===== src/hdl/deque_with_prefix_copy_core_defines.svh =====
// Assertion macros shared by the deque core RTL.
`ifndef DEQUE_WITH_PREFIX_COPY_CORE_DEFINES_SVH
`define DEQUE_WITH_PREFIX_COPY_CORE_DEFINES_SVH

`ifndef SYNTHESIS
// same-cycle implication, disabled in reset
`define DWPC_CHECK(lbl, ena, prop) \
    lbl: assert property (@(posedge clk) disable iff (!rst_n) (ena) |-> (prop)) \
        else $error("dwpc check failed");
// next-cycle implication, disabled in reset
`define DWPC_CHECK_NEXT(lbl, ena, prop) \
    lbl: assert property (@(posedge clk) disable iff (!rst_n) (ena) |=> (prop)) \
        else $error("dwpc next-cycle check failed");
`else
`define DWPC_CHECK(lbl, ena, prop)
`define DWPC_CHECK_NEXT(lbl, ena, prop)
`endif

`endif


===== src/hdl/dwpc_pkg.sv =====
// Shared constants, types and ring arithmetic for the deque core.
`default_nettype none

package dwpc_pkg;

    localparam int DEPTH      = 64;
    localparam int WORD_WIDTH = 32;
    localparam int ADDR_W     = (DEPTH > 1) ? $clog2(DEPTH) : 1;
    localparam int CNT_W      = $clog2(DEPTH + 1);

    // port widths
    localparam int ACT_W    = 2;
    localparam int VALUE_W  = 32;
    localparam int COUNT_W  = 7;
    localparam int STATUS_W = 2;
    localparam int FILL_W   = 7;

    // command queue between front and back
    localparam int QDEPTH = 2;
    localparam int QPTR_W = (QDEPTH > 1) ? $clog2(QDEPTH) : 1;
    localparam int QCNT_W = $clog2(QDEPTH + 1);

    typedef enum logic [ACT_W-1:0] {
        ACT_PUSH_FRONT  = 2'd0,
        ACT_PUSH_BACK   = 2'd1,
        ACT_POP_FRONT   = 2'd2,
        ACT_COPY_PREFIX = 2'd3
    } act_t;

    typedef enum logic [STATUS_W-1:0] {
        ST_OK    = 2'd0,
        ST_EMPTY = 2'd1,
        ST_FULL  = 2'd2,
        ST_FEW   = 2'd3
    } st_t;

    typedef logic [ADDR_W-1:0]     addr_t;
    typedef logic [CNT_W-1:0]      cnt_t;
    typedef logic [WORD_WIDTH-1:0] word_t;

    typedef struct packed {
        act_t               op;
        word_t              word;
        logic [COUNT_W-1:0] k;
    } cmd_t;

    typedef struct packed {
        st_t   status;
        word_t rvalue;
        cnt_t  fill;
    } res_t;

    // (base + off) mod DEPTH, base < DEPTH, off <= DEPTH
    function automatic addr_t ring_add(input addr_t base, input cnt_t off);
        logic [CNT_W:0] sum;
        sum = (CNT_W+1)'(base) + (CNT_W+1)'(off);
        if (sum >= (CNT_W+1)'(DEPTH))
            sum = sum - (CNT_W+1)'(DEPTH);
        return ADDR_W'(sum);
    endfunction

    // (base - off) mod DEPTH, base < DEPTH, off <= DEPTH
    function automatic addr_t ring_sub(input addr_t base, input cnt_t off);
        logic [CNT_W:0] b;
        logic [CNT_W:0] o;
        logic [CNT_W:0] r;
        b = (CNT_W+1)'(base);
        o = (CNT_W+1)'(off);
        if (b >= o)
            r = b - o;
        else
            r = b + (CNT_W+1)'(DEPTH) - o;
        return ADDR_W'(r);
    endfunction

endpackage

`default_nettype wire


===== src/hdl/dwpc_ram.sv =====
// Generic simple dual-port RAM with registered read.
`default_nettype none

module dwpc_ram #(
    parameter int WIDTH = 32,
    parameter int DEPTH = 64
) (
    input  wire logic                                    clk,
    input  wire logic                                    we,
    input  wire logic [((DEPTH > 1) ? $clog2(DEPTH) : 1)-1:0] waddr,
    input  wire logic [WIDTH-1:0]                        wdata,
    input  wire logic [((DEPTH > 1) ? $clog2(DEPTH) : 1)-1:0] raddr,
    output logic      [WIDTH-1:0]                        rdata
);

    logic [WIDTH-1:0] mem_reg [DEPTH];
    logic [WIDTH-1:0] rdata_reg;

    always_ff @(posedge clk)
    begin
        if (we)
        begin
            mem_reg[waddr] <= wdata;
        end
        rdata_reg <= mem_reg[raddr];
    end

    assign rdata = rdata_reg;

endmodule

`default_nettype wire


===== src/hdl/dwpc_front.sv =====
// Front end: takes input transfers, decodes them and holds them in a short command queue.
`default_nettype none

module dwpc_front (
    input  wire logic                             clk,
    input  wire logic                             rst_n,
    input  wire logic                             in_valid,
    output logic                                  in_ready,
    input  wire logic [dwpc_pkg::ACT_W-1:0]       action,
    input  wire logic [dwpc_pkg::VALUE_W-1:0]     value,
    input  wire logic [dwpc_pkg::COUNT_W-1:0]     count,
    output logic                                  q_valid,
    input  wire logic                             q_ready,
    output dwpc_pkg::cmd_t                        q_cmd
);

    dwpc_pkg::cmd_t                    cmd_in;
    dwpc_pkg::cmd_t                    ent_reg [dwpc_pkg::QDEPTH];
    logic [63:0]                       value_ext;
    logic [dwpc_pkg::QPTR_W-1:0]       wr_ptr_reg, wr_ptr_next;
    logic [dwpc_pkg::QPTR_W-1:0]       rd_ptr_reg, rd_ptr_next;
    logic [dwpc_pkg::QCNT_W-1:0]       cnt_reg, cnt_next;
    logic                              push;
    logic                              pop;

    assign value_ext = 64'(value);

    always_comb
    begin
        cmd_in.op   = dwpc_pkg::act_t'(action);
        cmd_in.word = value_ext[dwpc_pkg::WORD_WIDTH-1:0];
        cmd_in.k    = count;
    end

    assign in_ready = (cnt_reg != dwpc_pkg::QCNT_W'(dwpc_pkg::QDEPTH));
    assign q_valid  = (cnt_reg != '0);
    assign q_cmd    = ent_reg[rd_ptr_reg];
    assign push     = in_valid && in_ready;
    assign pop      = q_valid && q_ready;

    always_comb
    begin
        wr_ptr_next = wr_ptr_reg;
        rd_ptr_next = rd_ptr_reg;
        cnt_next    = cnt_reg;
        if (push)
        begin
            if (wr_ptr_reg == dwpc_pkg::QPTR_W'(dwpc_pkg::QDEPTH - 1))
                wr_ptr_next = '0;
            else
                wr_ptr_next = wr_ptr_reg + dwpc_pkg::QPTR_W'(1);
        end
        if (pop)
        begin
            if (rd_ptr_reg == dwpc_pkg::QPTR_W'(dwpc_pkg::QDEPTH - 1))
                rd_ptr_next = '0;
            else
                rd_ptr_next = rd_ptr_reg + dwpc_pkg::QPTR_W'(1);
        end
        if (push && !pop)
            cnt_next = cnt_reg + dwpc_pkg::QCNT_W'(1);
        else if (pop && !push)
            cnt_next = cnt_reg - dwpc_pkg::QCNT_W'(1);
    end

    always_ff @(posedge clk or negedge rst_n)
    begin
        if (!rst_n)
        begin
            wr_ptr_reg <= '0;
            rd_ptr_reg <= '0;
            cnt_reg    <= '0;
        end
        else
        begin
            wr_ptr_reg <= wr_ptr_next;
            rd_ptr_reg <= rd_ptr_next;
            cnt_reg    <= cnt_next;
        end
    end

    always_ff @(posedge clk)
    begin
        if (push)
        begin
            ent_reg[wr_ptr_reg] <= cmd_in;
        end
    end

endmodule

`default_nettype wire


===== src/hdl/dwpc_back.sv =====
// Back end: executes queued commands on the ring store and registers the result.
`default_nettype none

module dwpc_back (
    input  wire logic                             clk,
    input  wire logic                             rst_n,
    input  wire logic                             q_valid,
    output logic                                  q_ready,
    input  wire dwpc_pkg::cmd_t                   q_cmd,
    output logic                                  out_valid,
    input  wire logic                             out_ready,
    output logic [dwpc_pkg::STATUS_W-1:0]         status,
    output logic [dwpc_pkg::VALUE_W-1:0]          result_value,
    output logic [dwpc_pkg::FILL_W-1:0]           fill,
    output logic                                  is_empty
);

    typedef enum logic [2:0] {
        S_IDLE = 3'b001,
        S_POP  = 3'b010,
        S_COPY = 3'b100
    } state_t;

    state_t            state_reg, state_next;
    dwpc_pkg::addr_t   front_reg, front_next;
    dwpc_pkg::cnt_t    count_reg, count_next;
    dwpc_pkg::addr_t   src_reg, src_next;
    dwpc_pkg::addr_t   dst_reg, dst_next;
    dwpc_pkg::addr_t   new_front_reg, new_front_next;
    dwpc_pkg::cnt_t    left_reg, left_next;
    dwpc_pkg::cnt_t    k_reg, k_next;
    logic              pend_reg, pend_next;
    logic              out_valid_reg, out_valid_next;
    dwpc_pkg::res_t    res_reg, res_next;

    logic              we;
    dwpc_pkg::addr_t   waddr;
    dwpc_pkg::word_t   wdata;
    dwpc_pkg::addr_t   raddr;
    dwpc_pkg::word_t   rdata;

    logic              out_free;
    logic              res_load;
    dwpc_pkg::st_t     st_sel;
    dwpc_pkg::word_t   rv_sel;
    logic [31:0]       k_wide;
    logic [31:0]       cnt_wide;
    dwpc_pkg::cnt_t    k_cnt;
    logic [63:0]       rv_ext;
    logic [31:0]       fill_ext;

    dwpc_ram #(
        .WIDTH (dwpc_pkg::WORD_WIDTH),
        .DEPTH (dwpc_pkg::DEPTH)
    ) u_ring (
        .clk   (clk),
        .we    (we),
        .waddr (waddr),
        .wdata (wdata),
        .raddr (raddr),
        .rdata (rdata)
    );

    assign out_free = !out_valid_reg || out_ready;
    assign k_wide   = 32'(q_cmd.k);
    assign cnt_wide = 32'(count_reg);
    assign k_cnt    = dwpc_pkg::CNT_W'(k_wide);

    always_comb
    begin
        state_next     = state_reg;
        front_next     = front_reg;
        count_next     = count_reg;
        src_next       = src_reg;
        dst_next       = dst_reg;
        new_front_next = new_front_reg;
        left_next      = left_reg;
        k_next         = k_reg;
        pend_next      = pend_reg;
        we             = 1'b0;
        waddr          = front_reg;
        wdata          = q_cmd.word;
        raddr          = front_reg;
        q_ready        = 1'b0;
        res_load       = 1'b0;
        st_sel         = dwpc_pkg::ST_OK;
        rv_sel         = '0;

        case (state_reg)
            S_IDLE:
            begin
                // only start when the result register will be free at completion
                if (q_valid && out_free)
                begin
                    q_ready = 1'b1;
                    case (q_cmd.op)
                        dwpc_pkg::ACT_PUSH_FRONT:
                        begin
                            res_load = 1'b1;
                            if (count_reg >= dwpc_pkg::CNT_W'(dwpc_pkg::DEPTH))
                            begin
                                st_sel = dwpc_pkg::ST_FULL;
                            end
                            else
                            begin
                                we         = 1'b1;
                                waddr      = dwpc_pkg::ring_sub(front_reg,
                                                                dwpc_pkg::CNT_W'(1));
                                front_next = waddr;
                                count_next = count_reg + dwpc_pkg::CNT_W'(1);
                            end
                        end
                        dwpc_pkg::ACT_PUSH_BACK:
                        begin
                            res_load = 1'b1;
                            if (count_reg >= dwpc_pkg::CNT_W'(dwpc_pkg::DEPTH))
                            begin
                                st_sel = dwpc_pkg::ST_FULL;
                            end
                            else
                            begin
                                we         = 1'b1;
                                waddr      = dwpc_pkg::ring_add(front_reg, count_reg);
                                count_next = count_reg + dwpc_pkg::CNT_W'(1);
                            end
                        end
                        dwpc_pkg::ACT_POP_FRONT:
                        begin
                            if (count_reg == '0)
                            begin
                                res_load = 1'b1;
                                st_sel   = dwpc_pkg::ST_EMPTY;
                            end
                            else
                            begin
                                // read of the front word is issued here
                                state_next = S_POP;
                            end
                        end
                        dwpc_pkg::ACT_COPY_PREFIX:
                        begin
                            if (k_wide > cnt_wide)
                            begin
                                res_load = 1'b1;
                                st_sel   = dwpc_pkg::ST_FEW;
                            end
                            else if (cnt_wide + k_wide > 32'(dwpc_pkg::DEPTH))
                            begin
                                res_load = 1'b1;
                                st_sel   = dwpc_pkg::ST_FULL;
                            end
                            else if (k_wide == '0)
                            begin
                                res_load = 1'b1;
                            end
                            else
                            begin
                                src_next       = front_reg;
                                dst_next       = dwpc_pkg::ring_sub(front_reg, k_cnt);
                                new_front_next = dst_next;
                                left_next      = k_cnt;
                                k_next         = k_cnt;
                                pend_next      = 1'b0;
                                state_next     = S_COPY;
                            end
                        end
                        default:
                        begin
                            res_load = 1'b1;
                        end
                    endcase
                end
            end
            S_POP:
            begin
                res_load   = 1'b1;
                rv_sel     = rdata;
                front_next = dwpc_pkg::ring_add(front_reg, dwpc_pkg::CNT_W'(1));
                count_next = count_reg - dwpc_pkg::CNT_W'(1);
                state_next = S_IDLE;
            end
            S_COPY:
            begin
                // read word i while writing word i-1 below the old front
                raddr = src_reg;
                if (pend_reg)
                begin
                    we       = 1'b1;
                    waddr    = dst_reg;
                    wdata    = rdata;
                    dst_next = dwpc_pkg::ring_add(dst_reg, dwpc_pkg::CNT_W'(1));
                end
                if (left_reg != '0)
                begin
                    src_next  = dwpc_pkg::ring_add(src_reg, dwpc_pkg::CNT_W'(1));
                    left_next = left_reg - dwpc_pkg::CNT_W'(1);
                    pend_next = 1'b1;
                end
                else
                begin
                    pend_next = 1'b0;
                end
                if (pend_reg && left_reg == '0)
                begin
                    res_load   = 1'b1;
                    front_next = new_front_reg;
                    count_next = count_reg + k_reg;
                    state_next = S_IDLE;
                end
            end
            default:
            begin
                state_next = S_IDLE;
            end
        endcase

        res_next.status = st_sel;
        res_next.rvalue = rv_sel;
        res_next.fill   = count_next;

        if (res_load)
            out_valid_next = 1'b1;
        else if (out_ready)
            out_valid_next = 1'b0;
        else
            out_valid_next = out_valid_reg;
    end

    always_ff @(posedge clk or negedge rst_n)
    begin
        if (!rst_n)
        begin
            state_reg     <= S_IDLE;
            front_reg     <= '0;
            count_reg     <= '0;
            src_reg       <= '0;
            dst_reg       <= '0;
            new_front_reg <= '0;
            left_reg      <= '0;
            k_reg         <= '0;
            pend_reg      <= 1'b0;
            out_valid_reg <= 1'b0;
        end
        else
        begin
            state_reg     <= state_next;
            front_reg     <= front_next;
            count_reg     <= count_next;
            src_reg       <= src_next;
            dst_reg       <= dst_next;
            new_front_reg <= new_front_next;
            left_reg      <= left_next;
            k_reg         <= k_next;
            pend_reg      <= pend_next;
            out_valid_reg <= out_valid_next;
        end
    end

    always_ff @(posedge clk)
    begin
        if (res_load)
        begin
            res_reg <= res_next;
        end
    end

    assign rv_ext       = 64'(res_reg.rvalue);
    assign fill_ext     = 32'(res_reg.fill);
    assign out_valid    = out_valid_reg;
    assign status       = res_reg.status;
    assign result_value = rv_ext[dwpc_pkg::VALUE_W-1:0];
    assign fill         = fill_ext[dwpc_pkg::FILL_W-1:0];
    assign is_empty     = (res_reg.fill == '0);

endmodule

`default_nettype wire


===== src/hdl/deque_with_prefix_copy_core.sv =====
// A transfer is registered in the command queue, executed by the back end (a pop front via
// S_POP, a copy prefix via S_COPY, neither taking a new command meanwhile) and its result
// registered. One push per cycle while out_ready is high; copy prefix moves one word per cycle
// through the single read and single write port of the ring RAM. A two-entry command queue
// lets new transfers be taken while the back end is busy. Reset (rst_n, async, active low)
// empties the deque and the queue; RAM contents stay undefined, and no clearing pass is run.
`default_nettype none
`include "deque_with_prefix_copy_core_defines.svh"

module deque_with_prefix_copy_core (
    input  wire logic                             clk,
    input  wire logic                             rst_n,
    input  wire logic                             in_valid,
    output logic                                  in_ready,
    input  wire logic [dwpc_pkg::ACT_W-1:0]       action,
    input  wire logic [dwpc_pkg::VALUE_W-1:0]     value,
    input  wire logic [dwpc_pkg::COUNT_W-1:0]     count,
    output logic                                  out_valid,
    input  wire logic                             out_ready,
    output logic [dwpc_pkg::STATUS_W-1:0]         status,
    output logic [dwpc_pkg::VALUE_W-1:0]          result_value,
    output logic [dwpc_pkg::FILL_W-1:0]           fill,
    output logic                                  is_empty
);

    logic            q_valid;
    logic            q_ready;
    dwpc_pkg::cmd_t  q_cmd;

    dwpc_front u_front (
        .clk      (clk),
        .rst_n    (rst_n),
        .in_valid (in_valid),
        .in_ready (in_ready),
        .action   (action),
        .value    (value),
        .count    (count),
        .q_valid  (q_valid),
        .q_ready  (q_ready),
        .q_cmd    (q_cmd)
    );

    dwpc_back u_back (
        .clk          (clk),
        .rst_n        (rst_n),
        .q_valid      (q_valid),
        .q_ready      (q_ready),
        .q_cmd        (q_cmd),
        .out_valid    (out_valid),
        .out_ready    (out_ready),
        .status       (status),
        .result_value (result_value),
        .fill         (fill),
        .is_empty     (is_empty)
    );

    // a failed action never returns a word
    `DWPC_CHECK(a_fail_no_word, out_valid && (status != dwpc_pkg::ST_OK), result_value == '0)
    // empty pop leaves the deque empty
    `DWPC_CHECK(a_empty_pop, out_valid && (status == dwpc_pkg::ST_EMPTY), is_empty && fill == '0)
    // fill stays within capacity
    `DWPC_CHECK(a_fill_cap, out_valid, 32'(fill) <= 32'(dwpc_pkg::DEPTH))
    // a queued command not taken by the back end stays queued
    `DWPC_CHECK_NEXT(a_queue_hold, q_valid && !q_ready, q_valid)

endmodule

`default_nettype wire

===== config.mk =====
export PLATFORM = sky130hd
export DESIGN_NAME = deque_with_prefix_copy_core
export DESIGN_NICKNAME = d
export VERILOG_FILES = /design/src/hdl/dwpc_pkg.sv /design/src/hdl/dwpc_ram.sv /design/src/hdl/dwpc_front.sv /design/src/hdl/dwpc_back.sv /design/src/hdl/deque_with_prefix_copy_core.sv
export VERILOG_INCLUDE_DIRS = /design/src /design/src/hdl
export SDC_FILE = /design/constraint.sdc
export NUM_CORES = 2
export LEC_CHECK = 0
export BUFFER_PORTS_ARGS = -buffer_cell sky130_fd_sc_hd__buf_4
export CAP_MARGIN = 10
export CELL_PAD_IN_SITES_DETAIL_PLACEMENT = 1
export CELL_PAD_IN_SITES_GLOBAL_PLACEMENT = 1
export CORE_MARGIN = 4
export CORE_UTILIZATION = 50
export CTS_CLUSTER_DIAMETER = 40
export DETAILED_ROUTE_END_ITERATION = 16
export PLACE_DENSITY = 0.78
export SLEW_MARGIN = 20
export SYNTH_ARGS = -nofsm -noshare
export SYNTH_HDL_FRONTEND = slang
export SYNTH_SLANG_ARGS = --single-unit

===== constraint.sdc =====
create_clock -name clk -period 14.4 [get_ports clk]
set_input_delay 2.88 -clock clk [delete_from_list [all_inputs] [get_ports clk]]
set_output_delay 2.88 -clock clk [all_outputs]
set_load 0.1 [all_outputs]

==> reports/metrics.csv <==
stage,metric,value,unit
outcome,status,completed,
placed_design,port buffer count,88,
setup_path,worst path bufs/invs,3,
power_and_ir_drop,PD cells,242,nW/µm²
placed_design,routability cong.,0.926,
floorplan,I/O Pins,89,
clocking,Clock Tree Buf Depth,4,
sta,"Slew Viols, Final",0,
setup_path,terminus of the critical flop-to-flop path,u_back.u_ring.rdata[1]$_DFF_P_,
logic_synthesis,Synth async-reset ratio,2.39,%
floorplan,FP Rows,155,
clocking,TritonCTS clock tree,done,
placed_design,post-placement cell area,93800,µm²
logic_synthesis,Avg Inst Size Synth,15.1,µm²
cells_and_area,nets@finish,6279,
clocking,cts bufs inserted,293,
clocking,hold_buf cts,0,
detailed_routing,max layer used,met5,
setup_path,Crit-path slowest cell,nor3_2,
logic_synthesis,"flops & latches, synth",2257,
grt,total gr overflow,0,
logic_synthesis,"Net Count, Synth",6057,
setup_path,cell mode on critical path,buf_4,
sta,Worst Tran Pin Value,1340,ps
setup_path,element type at the critical path end,flip-flop,
grt,pin count of the biggest net entering global routing,154,
sta,Final Critical Period,6310,ps
detailed_routing,DRT met1 WL,111000,µm
sta,# setup viols final,0,
setup_path,reg2reg start,u_back.state_reg[2]$_DFFE_PN0P_,
setup_path,Worst EP arrival,6890,ps
clocking,CTS sink cnt,2257,
sta,unrepaired setup endpoints after global routing,false,
sta,worst clock skew,74.5,ps
logic_synthesis,Syn Inst Count,5970,
detailed_routing,met2 wire length,147000,µm
detailed_routing,WL/cell,37.2,µm
placed_design,Post-DP HPWL,187000,µm
setup_path,CP Depth,9,
sta,fin crit share,43.8,%
sta,Fin. Hold Viols,0,
clocking,Root Driver,clkbuf_16,
cells_and_area,fillcell total,16300,
setup_path,R2R depth,12,
sta,Max Freq,159,MHz
grt,vias in the first global route,61600,
setup_path,Worst path top cell family by delay,simple AND/OR/NAND/NOR gates,
job,Max-Cap Viols,0,
detailed_routing,DR vias/cell,6.90,
cells_and_area,synthesis-to-finish area growth,14.9,%
setup_path,Worst Setup EP,u_back.u_ring.mem_reg[53][25]$_DFFE_PP_,
clocking,Resize count post-CTS,0,
logic_synthesis,Ys Warns,0,
floorplan,Total Die Area,187000,µm²
floorplan,Die H,432,µm
setup_path,"reg-to-reg slack, setup",8240,ps
logic_synthesis,Most used DFF post-synth,edfxtp_1,
logic_synthesis,"EDFF count, synth",2171,
cells_and_area,share of cells above drive strength 1,16.6,%
clocking,worst skew pair latency,960,ps
detailed_routing,via count,60600,
setup_path,CP startpoint,out_ready,
detailed_routing,routed wire length on met3,48700,µm
detailed_routing,DRT Wirelength,327000,µm
power_and_ir_drop,peak supply drop,0.175,mV
logic_synthesis,post-synthesis sequential area ratio,74.7,%
logic_synthesis,Yosys cell types,82,
power_and_ir_drop,LEAKAGE,35.1,nW
floorplan,Die X,432,µm
floorplan,core area,179000,µm²
placed_design,Placed Instances,8252,
detailed_routing,DRT Pass-1 Iters,8,
cells_and_area,Final Instance Area,103000,µm²
floorplan,initial core utilization,50.4,%
clocking,"Reg clk slew, reported paths",50,ps
sta,Worst slew margin,9.92,%
setup_path,worst-path maximum fanout,23,
detailed_routing,# DRC,0,
logic_synthesis,Mapped Area,90000,µm²
cells_and_area,Largest register FFs,2048,
clocking,H-Tree Depth,5,
grt,overall global routing resource usage,34.7,%
setup_path,CP Class,in2reg,
worst_hold_path,Worst Hold Class,reg2reg,
detailed_routing,number of DRC markers in iteration 0,10800,
grt,antenna violations before repair,53,
setup_path,CP cell instances,buf_4 -> nand2b_1 -> nand3_1 -> a21o_1 -> a311oi_1 -> buf_4 -> nand2b_1 -> nor3_2 -> buf_4,
setup_path,Critical Path Source Type,input port,
setup_path,Max stage delay on crit path,1030,ps
cells_and_area,final std cells w/o fill,8773,
detailed_routing,Routed Antenna Nets,0,
clocking,post-CTS setup buffer count,0,
setup_path,Critical Path RT,14990,ps
grt,global-route wire length before repair,460000,µm
sta,TNS Setup,0,ps
-- how the worst min path moves through the flow --
stage / startpoint / endpoint / slack [ps] / cells after the start
2_1_floorplan: u_back.new_front_reg[3]$_DFFE_PN0P_ / u_back.new_front_reg[3]$_DFFE_PN0P_ / 450 / 2
3_3_place_gp: u_back.new_front_reg[0]$_DFFE_PN0P_ / u_back.new_front_reg[0]$_DFFE_PN0P_ / 470 / 1
3_5_place_dp: u_back.new_front_reg[0]$_DFFE_PN0P_ / u_back.new_front_reg[0]$_DFFE_PN0P_ / 470 / 1
4_1_cts: u_back.new_front_reg[0]$_DFFE_PN0P_ / u_back.new_front_reg[0]$_DFFE_PN0P_ / 490 / 1
5_1_grt: u_back.new_front_reg[0]$_DFFE_PN0P_ / u_back.new_front_reg[0]$_DFFE_PN0P_ / 510 / 1
6_report: u_back.new_front_reg[0]$_DFFE_PN0P_ / u_back.new_front_reg[0]$_DFFE_PN0P_ / 490 / 1
-- worst register-to-register path, delay by kind of cell, from the launching register on --
| family | cells | cell delay (ps) |
|---|---|---|
| buffers and inverters | 6 | 2920 |
| DFF | 1 | 600 |
| AOI/OAI and AO/OA | 2 | 610 |
| and+or+nand+nor | 4 | 1900 |
-- cells in the final DEF, fill, tap and decap left out, types with 22 or more instances in the layout --
cell / n
nor2_1: 80
a22oi_1: 76
dfxtp_1: 32
buf_4: 274
a221oi_1: 22
nor4_1: 24
clkbuf_16: 299
a21oi_1: 174
o21ai_4: 32
ha_1: 38
nand2_1: 1363
and2_1: 35
inv_1: 36
and3_1: 88
nor3_2: 50
inv_6: 29
dfrtp_1: 52
clkinv_2: 35
o2111ai_1: 49
nand4_1: 67
clkbuf_1: 36
bufinv_16: 32
nand3_1: 437
a31oi_1: 119
mux2i_1: 94
o21ai_0: 60
mux4_2: 177
edfxtp_1: 2171
-- routing by layer --
| layer | track usage, % | vias up |
|---|---|---|
| met4 | 18.5 | 48 |
| met1 | 43.9 | 30600 |
| li1 | - | 23300 |
| met2 | 52.2 | 5391 |
| met5 | 0.104 | - |
| met3 | 13.4 | 1225 |
-- metrics by stage --
step | worst slack [ps] | power, mW | utilization [%] | hold slack, ps
final | 8090 | 25.0 | 57.9 | 492
after global routing | 8010 | 25.5 | 57.9 | 513
after global placement | 7610 | 16.8 | 52.5 | 466
after CTS | 8140 | 24.6 | 57.9 | 493
after detailed placement | 7470 | 17.2 | 52.5 | 474
after floorplan | 7290 | 13.9 | - | 450
-- report_power, final --
part / internal (mW) / total (mW) / switching [mW]
Sequential: 8.55 / 8.91 / 0.352
Clock: 4.44 / 7.36 / 2.92
Combinational: 1.99 / 8.74 / 6.74
-- kinds of logic (layout without fill, tap and decap cells) --
| logic type | after synthesis | after routing | synth area share [%] |
|---|---|---|---|
| simple gates | 2268 | 2268 | 11.0 |
| flops | 2257 | 2257 | 74.7 |
| compound gates | 698 | 698 | 5.13 |
| buf+inv | 388 | 816 | 2.57 |
| mux | 288 | 288 | 5.70 |
| fa+ha+maj | 42 | 42 | 0.617 |
| xor+xnor | 29 | 29 | 0.282 |
| other cells | 0 | 20 | 0 |
-- layout make-up --
class	count	area [µm²]	share of cell area (%)
clock buffer	342	7710	7.46
sequential	2257	67200	65.0
multi-input combinational	3325	21400	20.7
inverter	36	135	0.131
antenna	20	50.0	0.0484
timing repair buffer	279	2160	2.09
tap	2355	2950	2.85
clock inverter	159	1850	1.79
-- synthesized netlist by cell type (all sizes together) (4+ instances only) --
| cell | instances | area (µm²) |
|---|---|---|
| nor2 | 111 | 429 |
| a31oi | 123 | 769 |
| xor2 | 9 | 78.8 |
| o31ai | 5 | 42.5 |
| or4 | 7 | 52.6 |
| o21ai | 94 | 470 |
| mux2i | 98 | 985 |
| or2 | 10 | 62.6 |
| mux4 | 177 | 3990 |
| a22o | 4 | 35.0 |
| dfxtp | 32 | 641 |
| o2111ai | 49 | 429 |
| and3 | 89 | 557 |
| a22oi | 76 | 571 |
| xnor2 | 20 | 175 |
| nand2 | 1366 | 5130 |
| nand4 | 67 | 419 |
| a311oi | 16 | 140 |
| clkbuf | 86 | 323 |
| buf | 266 | 1850 |
| and2 | 36 | 225 |
| inv | 36 | 135 |
| fa | 4 | 80.1 |
| a221o | 4 | 40.0 |
| nor2b | 6 | 37.5 |
| a21oi | 176 | 892 |
| nand3 | 437 | 2190 |
| o21bai | 5 | 37.5 |
| ha | 38 | 475 |
| nand2b | 15 | 93.8 |
| dfrtp | 53 | 1330 |
| o211ai | 12 | 90.1 |
| o22ai | 20 | 125 |
| edfxtp | 2171 | 65200 |
| nor4 | 25 | 163 |
| a32oi | 17 | 149 |
| nor3 | 70 | 355 |
| a211oi | 14 | 105 |
| mux2 | 13 | 154 |
| a221oi | 22 | 193 |
| o22a | 5 | 43.8 |
| a41oi | 7 | 61.3 |
| or3 | 15 | 93.8 |
| a21o | 15 | 114 |
| o221ai | 17 | 149 |
Power figures use the tool's default switching activity.
